[src/rtl/mlt_pkg.sv]
// Shared types and constants of the MAC learning table.
`timescale 1ns / 1ps
`default_nettype none

package mlt_pkg;

    // Table geometry. BUCKETS is a power of two, so the bucket is the low bits of the hash.
    localparam int BUCKETS = 256;
    localparam int WAYS    = 4;
    localparam int ENTRIES = BUCKETS * WAYS;
    localparam int BKT_W   = $clog2(BUCKETS);
    localparam int WAY_W   = (WAYS > 1) ? $clog2(WAYS) : 1;
    localparam int ADDR_W  = $clog2(ENTRIES);

    localparam int AGE_W   = 20;
    localparam int TIME_W  = 32;
    localparam int KEY_W   = 60;
    localparam int PORT_W  = 8;

    localparam logic [AGE_W-1:0] AGE_RESET = 20'd300;

    // Hash multipliers for mac[47:32], mac[31:16], mac[15:0] and vlan.
    localparam logic [31:0] HC0 = 32'h0305_0000;
    localparam logic [31:0] HC1 = 32'h0000_0709;
    localparam logic [31:0] HC2 = 32'h0b0d_0000;
    localparam logic [31:0] HC3 = 32'h0000_1113;

    localparam logic [2:0] OP_LOOKUP    = 3'd0;
    localparam logic [2:0] OP_LEARN     = 3'd1;
    localparam logic [2:0] OP_TICK      = 3'd2;
    localparam logic [2:0] OP_FLUSH_PRT = 3'd3;
    localparam logic [2:0] OP_FLUSH_ALL = 3'd4;

    typedef struct packed {
        logic              valid;
        logic [KEY_W-1:0]  key;
        logic [PORT_W-1:0] port;
        logic [TIME_W-1:0] deadline;
    } entry_t;

endpackage

`default_nettype wire

[src/rtl/mlt_hash.sv]
// Iterative bucket hash: one shared multiply-accumulate step per key word.
`timescale 1ns / 1ps
`default_nettype none

module mlt_hash
    import mlt_pkg::*;
(
    input  wire logic             clk,
    input  wire logic             rst_n,
    input  wire logic             start,
    input  wire logic [47:0]      mac,
    input  wire logic [11:0]      vlan,
    output logic                  done,
    output logic [BKT_W-1:0]      bucket
);

    logic [47:0] mac_reg;
    logic [11:0] vlan_reg;
    logic [31:0] acc_reg;
    logic [1:0]  step_reg;
    logic        busy_reg;
    logic        done_reg;

    logic [15:0] opnd;
    logic [31:0] coef;
    logic [47:0] prod;
    logic [31:0] fold;

    always_comb
    begin
        case (step_reg)
            2'd0:    begin opnd = mac_reg[47:32];      coef = HC0; end
            2'd1:    begin opnd = mac_reg[31:16];      coef = HC1; end
            2'd2:    begin opnd = mac_reg[15:0];       coef = HC2; end
            default: begin opnd = {4'd0, vlan_reg};    coef = HC3; end
        endcase
    end

    assign prod = {32'd0, opnd} * {16'd0, coef};

    always_ff @(posedge clk or negedge rst_n)
    begin
        if (!rst_n)
        begin
            busy_reg <= 1'b0;
            done_reg <= 1'b0;
            step_reg <= 2'd0;
        end
        else
        begin
            done_reg <= 1'b0;
            if (start)
            begin
                busy_reg <= 1'b1;
                step_reg <= 2'd0;
            end
            else if (busy_reg)
            begin
                step_reg <= step_reg + 2'd1;
                if (step_reg == 2'd3)
                begin
                    busy_reg <= 1'b0;
                    done_reg <= 1'b1;
                end
            end
        end
    end

    always_ff @(posedge clk)
    begin
        if (start)
        begin
            mac_reg  <= mac;
            vlan_reg <= vlan;
            acc_reg  <= 32'd0;
        end
        else if (busy_reg)
        begin
            acc_reg <= acc_reg + prod[31:0];
        end
    end

    assign fold   = acc_reg ^ (acc_reg >> 12) ^ (acc_reg >> 8) ^ (acc_reg >> 4);
    assign bucket = fold[BKT_W-1:0];
    assign done   = done_reg;

endmodule

`default_nettype wire

[config.mk]
export PLATFORM = sky130hd
export DESIGN_NAME = mlt_hash
export DESIGN_NICKNAME = d
export VERILOG_FILES = /design/src/rtl/mlt_pkg.sv /design/src/rtl/mlt_hash.sv
export SDC_FILE = /design/constraint.sdc
export NUM_CORES = 1
export LEC_CHECK = 0
export ABC_CLOCK_PERIOD_IN_PS = 14600
export BUFFER_PORTS_ARGS = -buffer_cell sky130_fd_sc_hd__buf_2
export CORE_ASPECT_RATIO = 1.2
export CORE_MARGIN = 8
export CORE_UTILIZATION = 60
export CTS_CLUSTER_SIZE = 24
export DETAILED_ROUTE_END_ITERATION = 8
export PLACE_DENSITY = 0.87
export SLEW_MARGIN = 25
export SYNTH_ARGS = -nofsm -noshare
export SYNTH_HDL_FRONTEND = slang
export SYNTH_SLANG_ARGS = --single-unit
[constraint.sdc]
create_clock -name clk -period 14.6 [get_ports clk]
set_input_delay 2.19 -clock clk [delete_from_list [all_inputs] [get_ports clk]]
set_output_delay 2.19 -clock clk [all_outputs]
set_load 0.01 [all_outputs]
==> impl_metrics.env <==
export IMPL_core_area_um2=12500
export IMPL_groute_usage_overall=0.217
export IMPL_synth_async_reset_ratio=0.0476
export IMPL_r2r_setup_slack_ns=7.42
export IMPL_drc=0
export IMPL_p_per_area_nw_per_um2=257
export IMPL_grt_max_degree=76
export IMPL_p_int_mw=1.13
export IMPL_yosys_warnings=0
export IMPL_clock_skew_ns=0.0173
export IMPL_area_growth_pct=10.8
export IMPL_io_pins=72
export IMPL_hold_buffers=0
export IMPL_routed_via_density=5.62
export IMPL_dpl_cell_count=930
export IMPL_seq_area_um2=2300
export IMPL_first_pass_iters=5
export IMPL_post_synth_top_count_cell="inv_1"
export IMPL_maxCapViolCount=0
export IMPL_synth_cells=708
export IMPL_synth_common_cells="inv_1, ha_1, fa_1"
export IMPL_r2r_start="step_reg[0]$_DFFE_PN0P_"
export IMPL_startpoint="step_reg[0]$_DFFE_PN0P_"
export IMPL_drt_iter0_drc=370
export IMPL_status="finished clean"
export IMPL_antenna_cells=0
export IMPL_ir_worst_vdd_mv=0.175
export IMPL_clkPwrFrac=0.108
export IMPL_crit_path_start_kind="flip-flop"
export IMPL_critPathArrivalTime_ns=7.44
export IMPL_ys_seq_area_frac=0.305
export IMPL_cts_htree_levels=3
export IMPL_rsz0062_at_grt="false"
export IMPL_ant_nets=0
export IMPL_rows=45
export IMPL_worstReg2RegEnd="acc_reg[19]$_SDFFE_PP0P_"
export IMPL_power_switching_share=0.474
export IMPL_routed_wl_um=17400
export IMPL_multi_input_area_um2=4570
export IMPL_die_w_um=118
export IMPL_leakagePower_nw=4.28
export IMPL_synth_area_top_cells="edfxtp_1, fa_1, ha_1"
export IMPL_stdcell_count=946
export IMPL_synth_edff_count=60
export IMPL_largest_register_ffs=48
export IMPL_num_vias=5318
export IMPL_period_share=0.492
export IMPL_yosysTopAreaCell="edfxtp_1"
export IMPL_cts_buffers=9
export IMPL_start_util=0.604
export IMPL_slew_limit_headroom=0.402
export IMPL_hp_class="reg -> reg"
export IMPL_pwr_share_seq=0.157
export IMPL_final_min_clock_period_ns=7.18
export IMPL_port_buffers=71
export IMPL_grt_pass1_wl_um=28400
export IMPL_worstSetupPathType="reg -> reg"
export IMPL_antenna_found_initial=0
export IMPL_netlist_area_um2=7550
export IMPL_die_height_um=139
export IMPL_fmax_mhz=139
export IMPL_drv_slew=0
export IMPL_dp_hpwl_um=13600
export IMPL_ff2ff_path_depth=21
export IMPL_max_clock_path_buffers=2
export IMPL_fill_cells=883
export IMPL_ys_flop_type="edfxtp_1"
export IMPL_clk_pin_slew_ns=0.08
export IMPL_synth_cell_type_count=45
export IMPL_netlist_area_leader_share=0.239
export IMPL_post_cts_buffers=0
export IMPL_final_setup_tns_ns=0
export IMPL_synth_seq_cells=84
export IMPL_avgSynthCellArea_um2=10.7
export IMPL_die_area_um2=16400
export IMPL_cts_num_sinks=84
export IMPL_required_ns=14.85
export IMPL_finalHoldViolCount=0
export IMPL_crit_path_end_kind="flip-flop"
export IMPL_cts_tree="done"
export IMPL_worst_pin_slew_ns=0.897
export IMPL_p_comb_frac=0.735
export IMPL_globalplace_congestion=0.987
export IMPL_cts_resized=0
export IMPL_cts_root_buf="clkbuf_16"
export IMPL_nets=1029
export IMPL_power_switching_mw=1.02
export IMPL_crit_path_end="acc_reg[19]$_SDFFE_PP0P_"
export IMPL_routedWlPerCell_um=18.4
export IMPL_clk_latency_ns=0.35
export IMPL_cp_max_fo=27
export IMPL_drive_gt1_frac=0.116
export IMPL_setup_violations=0
export IMPL_overflow=0
export IMPL_grt_pass1_vias=5936
## kinds of logic (layout without fill, tap and decap cells)
group                      after synthesis  count (layout)  synth area share
AOI/OAI and AO/OA                       93              93            0.0855
xor gates and xnor gates                41              41            0.0512
adders and majority gates              189             189             0.390
buffers and inverters                  182             251            0.0918
DFF                                     84              84             0.305
muxes                                   10              10            0.0133
other                                    1               6          0.000497
and+or+nand+nor                        108             108            0.0630
## cell type report
| class | instances | share of cell area |
|---|---|---|
| clock buffer | 9 | 0.0269 |
| clock inverter | 7 | 0.00957 |
| inverter | 162 | 0.0727 |
| multi-input combinational | 447 | 0.547 |
| sequential | 84 | 0.275 |
| tap | 164 | 0.0245 |
| timing repair buffer | 73 | 0.0443 |
## power groups by stage
| stage | Clock [mW] | Sequential (mW) | Combinational [mW] |
|---|---|---|---|
| after global routing | 0.239 | 0.341 | 1.78 |
| final | 0.231 | 0.337 | 1.58 |
| after floorplan | 0 | 0.326 | 1.21 |
| after CTS | 0.232 | 0.337 | 1.58 |
| after detailed placement | 0 | 0.341 | 1.55 |
| after global placement | 0 | 0.339 | 1.49 |
## worst min path at each step
stage	to	slack, ns	cells past startpoint	start
global route	acc_reg[4]$_SDFFE_PP0P_	0.53	2	acc_reg[4]$_SDFFE_PP0P_
CTS	acc_reg[4]$_SDFFE_PP0P_	0.50	2	acc_reg[4]$_SDFFE_PP0P_
detailed placement	acc_reg[4]$_SDFFE_PP0P_	0.49	2	acc_reg[4]$_SDFFE_PP0P_
finish	acc_reg[4]$_SDFFE_PP0P_	0.50	2	acc_reg[4]$_SDFFE_PP0P_
global placement	acc_reg[4]$_SDFFE_PP0P_	0.47	2	acc_reg[4]$_SDFFE_PP0P_
floorplan	acc_reg[4]$_SDFFE_PP0P_	0.46	2	acc_reg[4]$_SDFFE_PP0P_
## stage by stage
stage / power (mW) / cell area [um2] / setup WS [ns] / hold slack, ns / utilization
2_1_floorplan: 1.54 / 7570 / 8.24 / 0.456 / -
3_3_place_gp: 1.83 / 8060 / 7.86 / 0.468 / 0.645
3_5_place_dp: 1.90 / 8060 / 7.62 / 0.490 / 0.645
4_1_cts: 2.15 / 8360 / 7.53 / 0.504 / 0.669
5_1_grt: 2.36 / 8360 / 6.99 / 0.526 / 0.669
6_report: 2.15 / 8360 / 7.42 / 0.496 / 0.669
## worst max-delay path, cell delays in order, from the launching register on
cell	delay, ns
dfrtp_1	0.44
ha_1	0.71
inv_1	0.36
o21ai_0	0.32
nor2_1	0.14
fa_1	0.56
inv_1	0.06
fa_1	0.55
fa_1	0.54
inv_1	0.07
fa_1	0.49
fa_1	0.56
inv_1	0.06
fa_1	0.52
inv_1	0.04
ha_1	0.24
or3_1	0.40
a211o_1	0.28
a31oi_1	0.21
o31ai_1	0.13
xnor2_1	0.15
a211oi_2	0.23
## routing by layer
layer	routed length (um)	up-vias	track usage
met3	1170	73	0.0525
met1	6520	2530	0.225
met4	958	0	0.123
li1	-	2460	-
met2	8770	255	0.392
met5	0	-	0
## placed cells by master, fill, tap and decap left out, types with 8 or more instances in the layout
cell / netlist / layout
inv_1: 162 / 162
ha_1: 112 / 112
fa_1: 77 / 77
buf_2: 2 / 71
edfxtp_1: 60 / 60
nor2_1: 53 / 53
xnor2_1: 34 / 34
nand2_1: 22 / 22
o21ai_0: 22 / 22
dfxtp_1: 20 / 20
a21oi_1: 19 / 19
a222oi_1: 12 / 12
o21a_1: 10 / 10
mux2i_1: 10 / 10
clkbuf_16: 0 / 9
nand3_1: 8 / 8
(Power assumes the default switching activity.)
